### src/rtl/tpgc_pkg.sv
// ----------------------------------------------------------------------------
// tpgc_pkg
// Shared types, codes and constants of the two-player game clock.
// ----------------------------------------------------------------------------
package tpgc_pkg;

    localparam int NUM_CHOICES = 3;
    localparam int POT_BITS    = 10;
    localparam int POT_IN_W    = 10;
    localparam int SEC_W       = 16;
    localparam int OPT_W       = 2;

    localparam logic [SEC_W-1:0] TIME_A_RST = 16'd300;
    localparam logic [SEC_W-1:0] TIME_B_RST = 16'd180;
    localparam logic [SEC_W-1:0] TIME_C_RST = 16'd60;
    localparam logic [SEC_W-1:0] TPS_RST    = 16'd1000;
    localparam logic [OPT_W-1:0] OPT_RST    = (NUM_CHOICES > 1) ? 2'd1 : 2'd0;
    localparam logic [OPT_W-1:0] OPT_MAX    = OPT_W'(NUM_CHOICES - 1);

    // stream widths: tdata padded to whole bytes
    localparam int IN_DATA_W  = 16;
    localparam int OUT_DATA_W = 40;
    localparam int CFG_IDX_W  = 2;

    typedef enum logic [1:0] {
        PH_SELECT = 2'd0,
        PH_ONE    = 2'd1,
        PH_TWO    = 2'd2,
        PH_OVER   = 2'd3
    } t_phase;

    typedef enum logic [1:0] {
        CMD_TICK = 2'd0,
        CMD_P1   = 2'd1,
        CMD_P2   = 2'd2,
        CMD_POT  = 2'd3
    } t_cmd;

    typedef enum logic [CFG_IDX_W-1:0] {
        CFG_TIME_A = 2'd0,
        CFG_TIME_B = 2'd1,
        CFG_TIME_C = 2'd2,
        CFG_TPS    = 2'd3
    } t_cfg_idx;

    localparam logic [1:0] WIN_NONE = 2'd0;
    localparam logic [1:0] WIN_ONE  = 2'd1;
    localparam logic [1:0] WIN_TWO  = 2'd2;

    typedef struct packed {
        logic [SEC_W-1:0] time_a;
        logic [SEC_W-1:0] time_b;
        logic [SEC_W-1:0] time_c;
        logic [SEC_W-1:0] ticks_per_second;
    } t_cfg;

    typedef struct packed {
        logic             changed;
        logic [OPT_W-1:0] option;
        logic [1:0]       winner;
        logic [SEC_W-1:0] p2_seconds;
        logic [SEC_W-1:0] p1_seconds;
        t_phase           phase;
    } t_result;

endpackage

### src/rtl/tpgc_cfg.sv
// ----------------------------------------------------------------------------
// tpgc_cfg
// Configuration registers: three preset durations and the second length.
// ----------------------------------------------------------------------------
module tpgc_cfg (
    input  logic                            i_clk,
    input  logic                            i_rst_n,
    input  logic                            i_cfg_valid,
    output logic                            o_cfg_ready,
    input  logic [tpgc_pkg::CFG_IDX_W-1:0]  i_cfg_index,
    input  logic [tpgc_pkg::SEC_W-1:0]      i_cfg_data,
    output tpgc_pkg::t_cfg                  o_cfg
);

    tpgc_pkg::t_cfg r_cfg;

    assign o_cfg_ready = 1'b1;
    assign o_cfg       = r_cfg;

    always_ff @(posedge i_clk) begin
        if (!i_rst_n) begin
            r_cfg.time_a           <= tpgc_pkg::TIME_A_RST;
            r_cfg.time_b           <= tpgc_pkg::TIME_B_RST;
            r_cfg.time_c           <= tpgc_pkg::TIME_C_RST;
            r_cfg.ticks_per_second <= tpgc_pkg::TPS_RST;
        end else if (i_cfg_valid) begin
            case (tpgc_pkg::t_cfg_idx'(i_cfg_index))
                tpgc_pkg::CFG_TIME_A: r_cfg.time_a           <= i_cfg_data;
                tpgc_pkg::CFG_TIME_B: r_cfg.time_b           <= i_cfg_data;
                tpgc_pkg::CFG_TIME_C: r_cfg.time_c           <= i_cfg_data;
                tpgc_pkg::CFG_TPS:    r_cfg.ticks_per_second <= i_cfg_data;
                default: ;
            endcase
        end
    end

endmodule

### src/rtl/tpgc_fsm.sv
// ----------------------------------------------------------------------------
// tpgc_fsm
// Game state and its combinational next-state update for one event.
// ----------------------------------------------------------------------------
module tpgc_fsm (
    input  logic                            i_clk,
    input  logic                            i_rst_n,
    input  tpgc_pkg::t_cfg                  i_cfg,
    input  logic                            i_ev_valid,
    input  logic [1:0]                      i_ev_cmd,
    input  logic [tpgc_pkg::POT_IN_W-1:0]   i_ev_pot,
    output tpgc_pkg::t_result               o_result
);

    localparam int PROD_W = tpgc_pkg::POT_BITS + 2;

    tpgc_pkg::t_phase               r_phase,  n_phase;
    logic [tpgc_pkg::SEC_W-1:0]     r_first,  n_first;
    logic [tpgc_pkg::SEC_W-1:0]     r_second, n_second;
    logic [tpgc_pkg::SEC_W-1:0]     r_sub,    n_sub;
    logic [tpgc_pkg::OPT_W-1:0]     r_option, n_option;
    logic [1:0]                     r_winner, n_winner;
    logic                           n_changed;

    logic [tpgc_pkg::SEC_W-1:0]     w_dur;
    logic [tpgc_pkg::SEC_W-1:0]     w_sub_inc;
    logic [tpgc_pkg::SEC_W-1:0]     w_left;
    logic [tpgc_pkg::SEC_W-1:0]     w_left_dec;
    logic [PROD_W-1:0]              w_prod;
    logic [tpgc_pkg::OPT_W-1:0]     w_opt_raw;
    logic [tpgc_pkg::OPT_W-1:0]     w_opt;
    tpgc_pkg::t_phase               w_own;
    tpgc_pkg::t_phase               w_other;

    always_comb begin
        case (r_option)
            2'd0:    w_dur = i_cfg.time_a;
            2'd1:    w_dur = i_cfg.time_b;
            default: w_dur = i_cfg.time_c;
        endcase
    end

    assign w_sub_inc  = r_sub + 16'd1;
    assign w_left     = (r_phase == tpgc_pkg::PH_ONE) ? r_first : r_second;
    assign w_left_dec = (w_left != '0) ? w_left - 16'd1 : w_left;

    // option = pot * choices / 2^bits, clamped
    assign w_prod    = PROD_W'(i_ev_pot[tpgc_pkg::POT_BITS-1:0])
                     * PROD_W'(tpgc_pkg::NUM_CHOICES);
    assign w_opt_raw = w_prod[PROD_W-1:tpgc_pkg::POT_BITS];
    assign w_opt     = (w_opt_raw > tpgc_pkg::OPT_MAX) ? tpgc_pkg::OPT_MAX : w_opt_raw;

    assign w_own   = (tpgc_pkg::t_cmd'(i_ev_cmd) == tpgc_pkg::CMD_P1) ?
                     tpgc_pkg::PH_ONE : tpgc_pkg::PH_TWO;
    assign w_other = (tpgc_pkg::t_cmd'(i_ev_cmd) == tpgc_pkg::CMD_P1) ?
                     tpgc_pkg::PH_TWO : tpgc_pkg::PH_ONE;

    always_comb begin
        n_phase   = r_phase;
        n_first   = r_first;
        n_second  = r_second;
        n_sub     = r_sub;
        n_option  = r_option;
        n_winner  = r_winner;
        n_changed = 1'b0;
        case (tpgc_pkg::t_cmd'(i_ev_cmd))
            tpgc_pkg::CMD_TICK: begin
                if (r_phase == tpgc_pkg::PH_ONE || r_phase == tpgc_pkg::PH_TWO) begin
                    n_sub = w_sub_inc;
                    // a second length of zero makes every tick a second
                    if (w_sub_inc >= i_cfg.ticks_per_second) begin
                        n_sub     = '0;
                        n_changed = 1'b1;
                        if (r_phase == tpgc_pkg::PH_ONE) begin
                            n_first = w_left_dec;
                        end else begin
                            n_second = w_left_dec;
                        end
                        if (w_left_dec == '0) begin
                            n_phase  = tpgc_pkg::PH_OVER;
                            n_winner = (r_phase == tpgc_pkg::PH_ONE) ?
                                       tpgc_pkg::WIN_TWO : tpgc_pkg::WIN_ONE;
                        end
                    end
                end
            end
            tpgc_pkg::CMD_P1, tpgc_pkg::CMD_P2: begin
                if (r_phase == w_own) begin
                    n_phase   = w_other;
                    n_sub     = '0;
                    n_changed = 1'b1;
                end else if (r_phase == tpgc_pkg::PH_SELECT) begin
                    n_first   = w_dur;
                    n_second  = w_dur;
                    n_phase   = w_other;
                    n_sub     = '0;
                    n_changed = 1'b1;
                end else if (r_phase == tpgc_pkg::PH_OVER) begin
                    n_first   = w_dur;
                    n_second  = w_dur;
                    n_phase   = tpgc_pkg::PH_SELECT;
                    n_winner  = tpgc_pkg::WIN_NONE;
                    n_sub     = '0;
                    n_changed = 1'b1;
                end
            end
            tpgc_pkg::CMD_POT: begin
                if (r_phase == tpgc_pkg::PH_SELECT && w_opt != r_option) begin
                    n_option  = w_opt;
                    n_changed = 1'b1;
                end
            end
            default: ;
        endcase
    end

    always_ff @(posedge i_clk) begin
        if (!i_rst_n) begin
            r_phase  <= tpgc_pkg::PH_SELECT;
            r_first  <= tpgc_pkg::TIME_B_RST;
            r_second <= tpgc_pkg::TIME_B_RST;
            r_sub    <= '0;
            r_option <= tpgc_pkg::OPT_RST;
            r_winner <= tpgc_pkg::WIN_NONE;
        end else if (i_ev_valid) begin
            r_phase  <= n_phase;
            r_first  <= n_first;
            r_second <= n_second;
            r_sub    <= n_sub;
            r_option <= n_option;
            r_winner <= n_winner;
        end
    end

    assign o_result.phase      = n_phase;
    assign o_result.p1_seconds = n_first;
    assign o_result.p2_seconds = n_second;
    assign o_result.winner     = n_winner;
    assign o_result.option     = n_option;
    assign o_result.changed    = n_changed;

    a_winner_iff_over: assert property (@(posedge i_clk) disable iff (!i_rst_n)
        (r_winner != tpgc_pkg::WIN_NONE) == (r_phase == tpgc_pkg::PH_OVER))
        else $error("winner set outside game over");

    a_sub_idle_zero: assert property (@(posedge i_clk) disable iff (!i_rst_n)
        (r_phase == tpgc_pkg::PH_SELECT || r_phase == tpgc_pkg::PH_OVER) |-> (r_sub == '0))
        else $error("sub-second count left over while not running");

    a_option_only_select: assert property (@(posedge i_clk) disable iff (!i_rst_n)
        (r_phase != tpgc_pkg::PH_SELECT) |=> $stable(r_option))
        else $error("option changed outside select phase");

endmodule

### src/rtl/two_player_game_clock.sv
// ----------------------------------------------------------------------------
// two_player_game_clock
// Chess-style countdown clock: events in, full clock state out per event.
// ----------------------------------------------------------------------------
//  channel   | direction | content
//  s_axis    | in        | tuser[1:0] cmd, tdata[9:0] pot_value
//  m_axis    | out       | tdata: phase, p1 seconds, p2 seconds, winner, option, changed
//  cfg       | in        | register index + 16-bit write data, always ready
//
//  An event passes the input register, then the state update into the output register.
//  One event per cycle sustained while the output is not stalled; the state registers feed back through the update.
//  A stalled output holds the input stage; both stages drain as the sink takes data.
//  Synchronous active-low reset restores the preset durations and select phase.
// ----------------------------------------------------------------------------
module two_player_game_clock (
    input  logic                                i_clk,
    input  logic                                i_rst_n,
    input  logic                                s_axis_tvalid,
    output logic                                s_axis_tready,
    // [9:0] pot_value, [15:10] zero
    input  logic [tpgc_pkg::IN_DATA_W-1:0]      s_axis_tdata,
    // [1:0] cmd
    input  logic [1:0]                          s_axis_tuser,
    output logic                                m_axis_tvalid,
    input  logic                                m_axis_tready,
    // [1:0] phase, [17:2] player_one_seconds, [33:18] player_two_seconds,
    // [35:34] winner, [37:36] chosen_option, [38] display_changed, [39] zero
    output logic [tpgc_pkg::OUT_DATA_W-1:0]     m_axis_tdata,
    input  logic                                i_cfg_valid,
    output logic                                o_cfg_ready,
    input  logic [tpgc_pkg::CFG_IDX_W-1:0]      i_cfg_index,
    input  logic [tpgc_pkg::SEC_W-1:0]          i_cfg_data
);

    localparam int RES_W = $bits(tpgc_pkg::t_result);

    tpgc_pkg::t_cfg                 w_cfg;
    tpgc_pkg::t_result              w_result;

    logic                           r_in_valid;
    logic [1:0]                     r_in_cmd;
    logic [tpgc_pkg::POT_IN_W-1:0]  r_in_pot;
    logic                           r_out_valid;
    tpgc_pkg::t_result              r_out_data;
    logic                           w_advance;

    assign w_advance     = !r_out_valid || m_axis_tready;
    assign s_axis_tready = !r_in_valid || w_advance;

    tpgc_cfg u_cfg (
        .i_clk       (i_clk),
        .i_rst_n     (i_rst_n),
        .i_cfg_valid (i_cfg_valid),
        .o_cfg_ready (o_cfg_ready),
        .i_cfg_index (i_cfg_index),
        .i_cfg_data  (i_cfg_data),
        .o_cfg       (w_cfg)
    );

    tpgc_fsm u_fsm (
        .i_clk      (i_clk),
        .i_rst_n    (i_rst_n),
        .i_cfg      (w_cfg),
        .i_ev_valid (r_in_valid && w_advance),
        .i_ev_cmd   (r_in_cmd),
        .i_ev_pot   (r_in_pot),
        .o_result   (w_result)
    );

    always_ff @(posedge i_clk) begin
        if (!i_rst_n) begin
            r_in_valid <= 1'b0;
        end else if (s_axis_tvalid && s_axis_tready) begin
            r_in_valid <= 1'b1;
        end else if (w_advance) begin
            r_in_valid <= 1'b0;
        end
    end

    always_ff @(posedge i_clk) begin
        if (s_axis_tvalid && s_axis_tready) begin
            r_in_cmd <= s_axis_tuser;
            r_in_pot <= s_axis_tdata[tpgc_pkg::POT_IN_W-1:0];
        end
    end

    always_ff @(posedge i_clk) begin
        if (!i_rst_n) begin
            r_out_valid <= 1'b0;
        end else if (w_advance) begin
            r_out_valid <= r_in_valid;
        end
    end

    always_ff @(posedge i_clk) begin
        if (w_advance && r_in_valid) begin
            r_out_data <= w_result;
        end
    end

    assign m_axis_tvalid = r_out_valid;
    assign m_axis_tdata  = {{(tpgc_pkg::OUT_DATA_W - RES_W){1'b0}}, r_out_data};

    a_in_held_on_stall: assert property (@(posedge i_clk) disable iff (!i_rst_n)
        (r_in_valid && !w_advance) |=> (r_in_valid && $stable(r_in_cmd)))
        else $error("pending request lost while output stalled");

    a_out_filled_from_in: assert property (@(posedge i_clk) disable iff (!i_rst_n)
        (r_in_valid && w_advance) |=> r_out_valid)
        else $error("processed request produced no result");

    a_no_result_from_empty: assert property (@(posedge i_clk) disable iff (!i_rst_n)
        (!r_in_valid && w_advance) |=> !r_out_valid)
        else $error("result produced without a request");

endmodule

### config.mk
export PLATFORM = sky130hd
export DESIGN_NAME = two_player_game_clock
export DESIGN_NICKNAME = d
export VERILOG_FILES = /design/src/rtl/tpgc_pkg.sv /design/src/rtl/tpgc_cfg.sv /design/src/rtl/tpgc_fsm.sv /design/src/rtl/two_player_game_clock.sv
export SDC_FILE = /design/constraint.sdc
export NUM_CORES = 1
export LEC_CHECK = 0
export ABC_AREA = 1
export BUFFER_PORTS_ARGS = -buffer_cell sky130_fd_sc_hd__buf_2
export CAP_MARGIN = 20
export CORE_AREA = 2 2 228 174
export DETAILED_ROUTE_END_ITERATION = 10
export DIE_AREA = 0 0 230 176
export PLACE_DENSITY_LB_ADDON = 0.12
export RECOVER_POWER = 50
export SYNTH_ARGS = -nofsm -noshare
export SYNTH_HDL_FRONTEND = slang
export SYNTH_SLANG_ARGS = --single-unit
### constraint.sdc
create_clock -name i_clk -period 7.1 [get_ports i_clk]
set_input_delay 1.42 -clock i_clk [delete_from_list [all_inputs] [get_ports i_clk]]
set_output_delay 1.42 -clock i_clk [all_outputs]
set_load 0.005 [all_outputs]
### After elaboration in Yosys (flattened, before gate mapping)

Index checks and enable logic that the tools add are counted.
Widths: inputs -> output; s select.

* bits of input ports: 41
* output and inout bits: 43
* register bits after elaboration: 171
* logic and storage cells: 113

* add/sub/neg operators: 2
* equal/unequal tests: 14
* $mul: 1
* reduce and logical (&&, ||, !) cells: 22
* order comparisons: 2
* muxes and demuxes: 52

Operators by type and width (number)
* $mux 16: 19
* $pmux 16 s2: 4
* $mux 2: 18
* $add 16x1->16 const B: 1
* $ge 16x16->1: 1
* $logic_not 16->1: 1
* $reduce_bool 16->1: 1
* $sub 16x1->16 const B: 1
* $eq 2x2->1 const B: 6
* $mul 10x2->12 const B: 1
* $eq 2x1->1 const B: 4
* $logic_not 2->1: 4
* $mux 1: 8
* $pmux 2 s2: 2
* $reduce_and 2->1: 4
* $ne 4x1->1 const B: 1
* $reduce_and 4->1: 1
* $reduce_bool 2->1: 2
* $logic_and 1x1->1: 3
* $logic_or 1x1->1: 3
* $pmux 1 s3: 1
* $eq 2x2->1: 1
* $gt 2x2->1 const B: 1
* $logic_not 1->1: 2
* other kinds (3): 3

### Longest topological paths before layout

Gate-level depths: netlist of the first run.

* word-level depth: 9
* depth in mapped cells: 25
* mapped depth without buffers: 24

### Modules after synthesis

Synthesis of the first run repeated with hierarchy kept, for this count alone.

* cells, all modules: 1439
* area, all modules: 10329.9 um^2

Modules (own cells, without submodules)
* tpgc_fsm: cells each 992, area each 6050.8 um^2, instances 1, seq. area each 1081.0 um^2
* tpgc_cfg: cells each 381, area each 2641.3 um^2, instances 1, seq. area each 1281.2 um^2
* two_player_game_clock: cells each 66, area each 1637.8 um^2, instances 1, seq. area each 1571.5 um^2

### Worst setup path before layout of the first run

Ideal clock, no wire load.

* kind: register to register
* from: register u_fsm.r_sub[2] (netlist name)
* to: register r_out_data, in the netlist m_axis_tdata[10], data pin
* required time: 6841 ps
* data arrival time: 3304 ps
* stages on the path, launching flop included: 23
* period minus slack after synthesis: 3563 ps
* path buffers: 1
* setup time: 259 ps
* setup slack: 3537 ps
* cell sequence: dfxtp_1 > nand2_1 > nor2_1 > nand3_1 > nor3_1 > nand3_1 > nor2_1 > nand2_1 > nor3b_1 > xor2_1 > ha_1 > nand4_1 > nor2_1 > nand3_1 > nand3_1 > nand2_1 > nor2_1 > clkbuf_1 > nand2_1 > o211ai_1 > nand2_1 > o21ai_0 > inv_1

* longest elaborated chain between the ends: 5

Ends and longest elaborated chain
* start, declared: line tpgc_fsm.sv:20 `logic [tpgc_pkg::SEC_W-1:0] r_sub, n_sub;`
* start signal, assigned: line tpgc_fsm.sv:129 `r_sub <= n_sub;`
* $add 16x1->16: line tpgc_fsm.sv:43 `assign w_sub_inc = r_sub + 16'd1;`
* $ge 16x16->1: line tpgc_fsm.sv:71 `if (w_sub_inc >= i_cfg.ticks_per_second) begin`
* $mux 16: line tpgc_fsm.sv:71
* $mux 16: line tpgc_fsm.sv:68 `if (r_phase == tpgc_pkg::PH_ONE || r_phase == tpgc_pkg::PH_TWO) begin`
* $pmux 16 s2: line tpgc_fsm.sv:66 `case (tpgc_pkg::t_cmd'(i_ev_cmd))`
* via u_fsm.n_first, one bit: line tpgc_fsm.sv:18 `logic [tpgc_pkg::SEC_W-1:0] r_first, n_first;`
* end signal, assigned: line two_player_game_clock.sv:97 `r_out_data <= w_result;`
* end, declared: line two_player_game_clock.sv:44 `tpgc_pkg::t_result r_out_data;`

The timed path passes the listed nets, and every way through them passes these cells.
A chain may end at the register's enable or synchronous reset.

### Worst setup path after layout of the first run

* from: register u_fsm.r_sub[0] (netlist name)
* to: register u_fsm.r_second[11] (netlist name)

* longest elaborated chain between the ends: 5

Ends and longest elaborated chain
* $add 16x1->16: line tpgc_fsm.sv:43
* $ge 16x16->1: line tpgc_fsm.sv:71
* $mux 16: line tpgc_fsm.sv:71
* $mux 16: line tpgc_fsm.sv:68
* $pmux 16 s2: line tpgc_fsm.sv:66
* end signal, assigned: line tpgc_fsm.sv:121 `r_second <= tpgc_pkg::TIME_B_RST;`
* end signal, assigned: line tpgc_fsm.sv:128 `r_second <= n_second;`
* end, declared: line tpgc_fsm.sv:19 `logic [tpgc_pkg::SEC_W-1:0] r_second, n_second;`

No other way between the ends.

==> results of run 1 <==
==> cell usage after synthesis (2+ instances only) <==
library cell / instances
a31oi_1: 2
xor2_1: 15
nand2_1: 324
clkbuf_1: 56
conb_1: 2
nand4_1: 8
nor3_1: 6
nand2_2: 12
inv_1: 116
buf_6: 2
a22oi_1: 19
o21ai_0: 101
nor2_1: 165
clkinv_1: 2
o21ai_1: 21
xnor2_1: 3
o211ai_1: 37
edfxtp_1: 51
nand3_1: 48
inv_2: 3
ha_1: 37
a21oi_1: 111
dfxtp_1: 120
a221oi_1: 16
buf_4: 4
buf_2: 3
nor2_2: 5
nor2_4: 5
==> power breakdown <==
part           internal (W)  switching [W]  total, W
logic              0.000136       0.000308  0.000444
clock network      0.000493       0.000436  0.000929
registers           0.00107      0.0000395   0.00111
total               0.00170       0.000784   0.00248
==> layer usage <==
layer	global-route usage [%]	vias up	routed length (µm)
met5	0	-	0
li1	-	4439	-
met1	22.71	3998	16300
met4	3.952	0	370
met3	2.713	15	973
met2	21.45	138	11960
==> final timing paths <==
kind                    from            endpoint  slack (ns)  depth (start not counted)
min reg2reg  u_cfg.o_cfg[20]     u_cfg.o_cfg[20]        0.46                          2
max reg2reg   u_fsm.r_sub[0]  u_fsm.r_second[11]        1.88                         21
min          u_cfg.o_cfg[20]     u_cfg.o_cfg[20]        0.46                          2
max           u_fsm.r_sub[0]  u_fsm.r_second[11]        1.88                         21
==> kinds of logic (layout without fill, tap and decap cells) <==
| logic type | count (synthesis) | count (layout) | synth area share, % |
|---|---|---|---|
| adder cells (fa/ha/maj) | 37 | 37 | 4.895 |
| AND/OR/NAND/NOR | 576 | 576 | 24.74 |
| other | 2 | 2 | 0.07941 |
| XOR/XNOR | 19 | 19 | 1.839 |
| AO/OA/AOI/OAI | 314 | 314 | 18.97 |
| buffers and inverters | 187 | 245 | 7.779 |
| multiplexers | 1 | 1 | 0.1058 |
| flip-flops | 171 | 171 | 41.59 |
==> area by class of cell <==
type | count | area (µm²)
clock buffers | 22 | 485.5
well taps | 512 | 640.6
fillers | 4236 | 27170
multi-input cells | 949 | 4801
flip-flops and latches | 171 | 3934
inverters | 121 | 455.4
repair buffers | 92 | 447.9
clock inverters | 10 | 73.82
==> registers in the layout, summed over array words and instances (netlist names), 10 cells and up <==
| signal | flops |
|---|---|
| m_axis_tdata | 39 |
| u_fsm.r_second | 16 |
| u_cfg.o_cfg | 64 |
| u_fsm.r_sub | 16 |
| r_in_pot | 10 |
| u_fsm.r_first | 16 |
==> stage by stage <==
step | utilization [%] | setup slack [ns] | total power (W) | cell area [µm²] | hold WS (ns)
finish | 28.51 | 1.880 | 0.002482 | 10840 | 0.4628
global route | 28.51 | 1.176 | 0.002631 | 10840 | 0.4864
CTS | 28.66 | 1.944 | 0.002531 | 10890 | 0.4640
detailed placement | 27.19 | 1.985 | 0.001579 | 10330 | 0.4453
global placement | 27.19 | 1.978 | 0.001579 | 10330 | 0.4384
floorplan | - | 3.537 | 0.001422 | 9458 | 0.4292
==> critical path, delay by kind of cell, from the launching register on <==
kind / cells / cell delay, ns
flip-flops: 1 / 0.37
buffers and inverters: 2 / 0.44
AO/OA/AOI/OAI: 4 / 0.74
XOR/XNOR: 1 / 0.12
adder cells (fa/ha/maj): 1 / 0.34
AND/OR/NAND/NOR: 13 / 3.10
==> metrics, run 1 <==
status=finished with violations; failing checks=capacitance limit, slew limit; leakage=4.797 nW; CTS tree=built; number of synthesis warnings=0; pwr/cell area=roughly 230 mW/mm²; Worst Path Max Fanout=17; Slew Limit Fails=between 150 and 200; final net count=around 1,400; setup violators final=0; post-CTS sizing=0; Die Ht=between 150 and 200 µm; async set-reset flop share out of synthesis=0%; Min-Delay Path Class=register to register; Crit path top cell by count=nand3_1; Final Wtd Congestion=between 0.8 and 0.9; top post-synthesis cells by area=dfxtp_1, edfxtp_1, nand2_1, nor2_1, a21oi_1; max incr delay on CP=between 0.5 and 0.6 ns; Final TNS setup=0 ns; commonest non-fill, non-tap cell in the layout=nand2_1; Post-synth EDFFs=between 50 and 60; port bufs=between 70 and 80; final worst path period need=between 5 and 6 ns; area leader, netlist=dfxtp_1; Initial Utilization=between 20% and 30%; hpwl dp=between 20,000 and 25,000 µm; Max-cap violations=3; H-tree lvl count=4; drt initial violations=560; Cell Rows=62; Post-CTS Setup Bufs=0; vias in the first global route=8,034; Top FF cell, synth=dfxtp_1; number of vias per cell=4.576; maximum clock frequency=between 150 and 200 MHz; Mapped Cells=roughly 1,300; Mapped Area=roughly 0.0095 mm²; Die W=approximately 230 µm; Area Overhead vs Synth=14.59%; Antenna diodes=0; pin slew with the least headroom to its limit=roughly 2.6 ns; root buf cell=clkbuf_16; Avg Inst Size Synth=~7.2 µm²; unrepaired setup endpoints after global routing=no; global-route wire length before repair=46,920 µm; endpoints failing hold=0; Max Buffers Root-to-Sink=2; # DRC=0; remaining antenna violation count=0; critical path class=register to register; critical path arrival=around 5.6 ns; Clk Latency, worst-skew pair=0.46 ns; Seq/Total Area, Yosys=a little over 40%; VDD IR max=around 130 µV; final cycle utilization of the critical path=between 70% and 80%; CTS Sinks=approximately 170; io pins=84; Pre-antenna DRT Iters=5; TritonCTS Buffers=17; count of cell types in the netlist=41; WP data required=7.44 ns; layout cell share with drive strength beyond 1=under 10%; Core Region=between 0.03 and 0.04 mm²; routed wire length=29,600 µm; CP endpoint kind=register; via count=8,590; Syn Nets=around 1,400; Clock transition at path regs=approximately 0.07 ns; slowest cell on the critical path=nor2_2; grt ovf=0; die area=0.04048 mm²; Total GRT Usage=roughly 15%; initial antenna violation count=0; placed cells=1,845; CP cell instances=inv_1 > nor2_1 > nand3_1 > nor3_1 > nand3_1 > nor2_1 > nand2_1 > nor3b_1 > xor2_1 > ha_1 > nand4_1 > nor2_1 > nand3_1 > nand3_1 > nand2_1 > nor2_2 > buf_4 > o21ai_0 > o21ai_1 > o21ai_0 > a21oi_1; largest net degree at the start of global routing=65; startpoint types=register; routed len/inst=approximately 16 µm; synthesized flop and latch total=roughly 170; most frequent cells in the layout=nand2_1, nor2_1, dfxtp_1; relative slew slack=-75.23%; share of the synthesized area in the top cell type=roughly 25%; # hold bufs at CTS=0; clock skew=a little under 0.02 ns; Final Non-Filler Cells=between 1,500 and 2,000
Note: power is estimated with default switching activity, not from simulation.
==> inputs of run 2 (changes only) <==
- clock period: 7.1 -> 4.79 ns (I/O delays scaled with it)
==> metrics, run 2 (synthesis gave the netlist of run 1 again) <==
status=finished with violations (unchanged); failing checks=capacitance limit, slew limit (unchanged); Max Buffers Root-to-Sink=2 (unchanged); root buf cell=clkbuf_16 (unchanged); Slew Limit Fails=48 (was 160); Comb power frac=18.0% (was 17.9%); Pint=0.002554 W (was 0.001699 W); critical path class=register to register (unchanged); Total GRT Usage=15.18% (was 14.95%); clock skew=0.01220 ns (was 0.01974 ns); pin slew with the least headroom to its limit=2.077 ns (was 2.629 ns); commonest non-fill, non-tap cell in the layout=nand2_1 (unchanged); Worst Path Max Fanout=17 (unchanged); Final Wtd Congestion=0.8132 (was 0.8391); Min-Delay Path Class=register to register (unchanged); Clock Power Share=38.1% (was 37.4%); TritonCTS Buffers=17 (unchanged); Pre-antenna DRT Iters=6 (was 5); Max-cap violations=1 (was 3); routed len/inst=15.87 µm (was 15.77 µm); Initial Utilization=24.88% (unchanged); Area Overhead vs Synth=16.23% (was 14.59%); Final Non-Filler Cells=1,887 (was 1,877); grt ovf=0 (unchanged); largest net degree at the start of global routing=94 (was 65); pwr/cell area=340.1 mW/mm² (was 229.0 mW/mm²); leakage=4.877 nW (was 4.797 nW); final worst path period need=4.263 ns (was 5.220 ns); Die Ht=176 µm (unchanged); VDD IR max=179.0 µV (was 133.2 µV); final cycle utilization of the critical path=88.99% (was 73.52%); Die W=230 µm (unchanged); Final TNS setup=0 ns (unchanged); Clk Latency, worst-skew pair=0.46 ns (about the same); port bufs=75 (unchanged); placed cells=1,854 (was 1,845); net switching power=0.001185 W (was 0.0007837 W); startpoint types=register (unchanged); WP data required=4.97 ns (was 7.44 ns); Antenna diodes=0 (unchanged); maximum clock frequency=234.6 MHz (was 191.6 MHz); io pins=84 (unchanged); unrepaired setup endpoints after global routing=no (unchanged); endpoints failing hold=0 (unchanged); Cell Rows=62 (unchanged); layout cell share with drive strength beyond 1=9.382% (was 8.571%); via count=8,652 (was 8,590); global-route wire length before repair=47,550 µm (was 46,920 µm); final net count=1,440 (was 1,430); relative slew slack=-38.47% (was -75.23%); initial antenna violation count=0 (unchanged); die area=0.04048 mm² (unchanged); H-tree lvl count=4 (unchanged); setup violators final=0 (unchanged); Clock transition at path regs=0.07 ns (about the same); Core Region=0.03801 mm² (unchanged); Largest register FFs=64 (unchanged); CP endpoint kind=register (unchanged); hpwl dp=20,540 µm (was 20,220 µm); routed wire length=29,940 µm (was 29,600 µm); vias in the first global route=8,216 (was 8,034); Sw Ratio=31.68% (was 31.57%); CTS Sinks=171 (unchanged); critical path arrival=4.44 ns (was 5.56 ns); CTS tree=built (unchanged); drt initial violations=603 (was 560); # DRC=0 (unchanged); most frequent cells in the layout=nand2_1, nor2_1, dfxtp_1 (unchanged); remaining antenna violation count=0 (unchanged); number of vias per cell=4.585 (was 4.576); Flop pwr share=44.0% (was 44.7%)
==> run 2: changes by cell type in the layout (fill, tap and decap cells not counted), sizes merged <==
| cell | previous run | this run |
|---|---|---|
| buf | 56 | 66 |
| clkinv | 4 | 7 |
| clkinvlp | 2 | 1 |
| clkbuf | 58 | 55 |
| bufinv | 0 | 1 |
==> run 2: power by group through the flow <==
stage          logic [W]  clock network [W]  registers [W]
3_5_place_dp    0.000679                  0        0.00167
5_1_grt         0.000763            0.00153        0.00166
2_1_floorplan   0.000448                  0        0.00166
4_1_cts         0.000684            0.00147        0.00164
6_report        0.000671            0.00142        0.00164
3_3_place_gp    0.000668                  0        0.00168
==> run 2: cell type report <==
| cell class | instances | area, µm² |
|---|---|---|
| fill | 4166 | 27020 |
| multi-input combinational | 949 | 4806 |
| timing repair buffer | 102 | 575.6 |
| clock inverter | 13 | 127.6 |
| sequential | 171 | 3934 |
| clock buffer | 19 | 454.2 |
| inverter | 121 | 455.4 |
| tap | 512 | 640.6 |
==> run 2: path summary, 6_finish.rpt <==
check | cells after the start | slack, ns | startpoint | end
worst min register to register | 2 | 0.46 | u_cfg.o_cfg[34] | u_cfg.o_cfg[34]
worst min-delay path | 2 | 0.46 | u_cfg.o_cfg[34] | u_cfg.o_cfg[34]
worst max register to register | 22 | 0.53 | u_fsm.r_sub[0] | m_axis_tdata[29]
worst max-delay path | 22 | 0.53 | u_fsm.r_sub[0] | m_axis_tdata[29]
==> run 2: metal layers <==
| layer | GRT usage, % | wire length [µm] | up-vias | share of wire (%) |
|---|---|---|---|---|
| met1 | 23.28 | 16190 | 4018 | 54 |
| li1 | - | - | 4445 | - |
| met5 | 0 | 0 | - | 0 |
| met4 | 3.522 | 275 | 0 | 0.92 |
| met2 | 21.60 | 12040 | 169 | 40 |
| met3 | 2.907 | 1436 | 20 | 4.8 |
==> run 2: metrics by stage <==
stage               setup slack (ns)  power (W)  hold WS [ns]  cell area [µm²]  utilization, %
floorplan                      1.227   0.002107        0.4292             9458               -
global placement              0.4785   0.002343        0.4391            10420           27.41
detailed placement            0.4973   0.002354        0.4430            10450           27.49
CTS                           0.4730   0.003801        0.4626            11030           29.02
global route                0.002838   0.003950        0.4867            10990           28.92
finish                        0.5273   0.003739        0.4592            10990           28.92
==> run 2: critical path: stages, from the launching register on <==
cell	delay, ns
dfxtp_1	0.37
inv_1	0.08
nor2_1	0.19
nand3_1	0.14
nor3_1	0.19
buf_4	0.17
nand3_1	0.09
nor2_1	0.15
nand2_1	0.07
nor3b_1	0.26
xor2_1	0.23
ha_1	0.29
a21oi_1	0.14
o21ai_0	0.13
nor2_1	0.23
nand3_1	0.20
nand2_1	0.24
nor2_2	0.08
buf_12	0.16
o21ai_0	0.14
o21ai_1	0.07
o21ai_0	0.24
inv_1	0.10
==> run 2: timing repair <==
item | CTS | global route
gates resized for setup | 0 | 1
setup buffers | 0 | 0
hold buffers | 0 | 0
setup endpoints to repair | 0 | 1
==> inputs of run 3 (changes only) <==
- CELL_PAD_IN_SITES_DETAIL_PLACEMENT: unset -> 0
- CELL_PAD_IN_SITES_GLOBAL_PLACEMENT: unset -> 1
- clock period: 4.79 -> 5.1 ns (I/O delays scaled with it)
==> metrics, run 3 (synthesis gave the netlist of run 1 again) <==
Pre-antenna DRT Iters=5 (was 6); remaining antenna violation count=0 (unchanged); Min-Delay Path Class=register to register (unchanged); Initial Utilization=24.88% (unchanged); largest net degree at the start of global routing=94 (unchanged); relative slew slack=-89.11% (was -38.47%); startpoint types=register (unchanged); WHS Path Cells=2 (unchanged); drt initial violations=545 (was 603); number of vias per cell=4.547 (was 4.585); final cycle utilization of the critical path=88.91% (was 88.99%); CTS Sinks=171 (unchanged); routed len/inst=16.42 µm (was 15.87 µm); utilization after layout=28.94% (was 28.92%); unrepaired setup endpoints after global routing=no (unchanged); hpwl dp=21,400 µm (was 20,540 µm); critical path class=register to register (unchanged); Max Buffers Root-to-Sink=2 (unchanged); critical path arrival=4.74 ns (was 4.44 ns); H-tree lvl count=4 (unchanged); Die W=230 µm (unchanged); reg-to-reg startpoint=u_fsm.r_sub[0] (unchanged); setup violators final=0 (unchanged); final net count=1,438 (was 1,440); Final TNS setup=0 ns (unchanged); global-route wire length before repair=48,570 µm (was 47,550 µm); maximum clock frequency=220.5 MHz (was 234.6 MHz); Core Region=0.03801 mm² (unchanged); Max-cap violations=1 (unchanged); Clk Latency, worst-skew pair=0.46 ns (about the same); Hold EP=u_cfg.o_cfg[19] (was u_cfg.o_cfg[34]); VDD IR max=199.0 µV (was 179.0 µV); Area Overhead vs Synth=16.32% (was 16.23%); most frequent cells in the layout=nand2_1, nor2_1, dfxtp_1 (unchanged); port bufs=75 (unchanged); Slew Limit Fails=61 (was 48); root buf cell=clkbuf_16 (unchanged); Hold Path Origin=u_cfg.o_cfg[19] (was u_cfg.o_cfg[34]); # DRC=0 (unchanged); leakage=4.908 nW (was 4.877 nW); pwr/cell area=324.7 mW/mm² (was 340.1 mW/mm²); Reg2Reg Depth=22 (unchanged); Final Wtd Congestion=0.8018 (was 0.8132); clock skew=0.01639 ns (was 0.01220 ns); vias in the first global route=8,166 (was 8,216); initial antenna violation count=0 (unchanged); io pins=84 (unchanged); pin slew with the least headroom to its limit=2.837 ns (was 2.077 ns); Fillers=4,255 (was 4,166); via count=8,572 (was 8,652); Clock transition at path regs=0.07 ns (about the same); area occupied by multi-input gates=0.004808 mm² (was 0.004806 mm²); Cell Rows=62 (unchanged); CTS tree=built (unchanged); Antenna diodes=0 (unchanged); failing checks=capacitance limit, slew limit (unchanged); layout cell share with drive strength beyond 1=9.978% (was 9.382%); grt ovf=0 (unchanged); Largest register FFs=64 (unchanged); Sequential Area=0.003934 mm² (unchanged); Worst Path Max Fanout=10 (was 17); WP data required=5.30 ns (was 4.97 ns); status=finished with violations (unchanged); Total GRT Usage=15.58% (was 15.18%); CP endpoint kind=register (unchanged); Crit Reg-Reg Endpoint=m_axis_tdata[18] (was m_axis_tdata[29]); endpoints failing hold=0 (unchanged); routed wire length=30,950 µm (was 29,940 µm); TritonCTS Buffers=17 (unchanged); reg2reg setup slack=0.57 ns (was 0.53 ns); commonest non-fill, non-tap cell in the layout=nand2_1 (unchanged); die area=0.04048 mm² (unchanged); final worst path period need=4.534 ns (was 4.263 ns); Die Ht=176 µm (unchanged); Post-CTS Setup Bufs=0 (unchanged)
==> run 3: worst max-delay path by stage <==
stage | cells past startpoint | startpoint | endpoint | slack, ns
after floorplan | 22 | u_fsm.r_sub[2] | m_axis_tdata[18] | 1.54
after global placement | 22 | u_fsm.r_sub[0] | m_axis_tdata[24] | 0.44
after detailed placement | 22 | u_fsm.r_sub[0] | m_axis_tdata[24] | 0.38
after CTS | 22 | u_fsm.r_sub[0] | m_axis_tdata[24] | 0.36
after global routing | 22 | u_fsm.r_sub[2] | u_fsm.r_second[0] | 0.12
final | 22 | u_fsm.r_sub[0] | m_axis_tdata[18] | 0.57
==> run 3: through the flow <==
stage	instances	total power [W]	instance area [µm²]	worst slack, ns	hold WS (ns)
after detailed placement	1852	0.002211	10400	0.3763	0.4448
after CTS	1884	0.003633	11010	0.3630	0.4635
final	1885	0.003573	11000	0.5658	0.4601
after global placement	1852	0.002213	10400	0.4391	0.4403
after global routing	1885	0.003780	11000	0.1188	0.4799
after floorplan	1307	0.001979	9458	1.537	0.4292
==> run 3: repair_timing <==
item	CTS	global route
setup endpoints to repair	0	4
resized for setup	0	1
hold endpoints to repair	0	0
hold buffers	0	0
==> run 3: area by class of cell <==
class,instances,area share [%]
inverters,121,4.140
clock inverters,12,1.183
repair buffers,100,5.038
multi-input cells,949,43.71
well taps,512,5.823
clock buffers,20,4.356
flip-flops and latches,171,35.76
==> run 3: report_power, final <==
group          internal [W]  leakage (nW)  switching, W
Sequential          0.00149          1.47     0.0000509
Clock              0.000784         0.304      0.000613
Combinational      0.000194          3.13      0.000441
Total               0.00247          4.91       0.00110
==> run 3: critical path, stage by stage (launching register included) <==
cell and delay (ns):
dfxtp_1 0.36, inv_1 0.08, nor2_1 0.19, nand3_1 0.16, nor3_1 0.31, nand3_1 0.19, nor2_1 0.27, nand2_1 0.09
nor3b_1 0.29, xor2_1 0.14, ha_1 0.34, nand4_1 0.14, nor2_1 0.25, nand3_1 0.10, nand3_1 0.15, nand2_1 0.22
nor2_4 0.35, buf_4 0.24, nand2_1 0.06, o211ai_1 0.08, nand2_1 0.08, o21ai_0 0.13, inv_1 0.07
==> run 3: per-layer routing <==
metal / up-vias / part of all wire (%) / global-route usage, %
met5: - / 0 / 0
met4: 0 / 0.81 / 2.984
met3: 18 / 3.6 / 3.149
met2: 145 / 40 / 21.82
met1: 3956 / 56 / 24.30
li1: 4453 / - / -
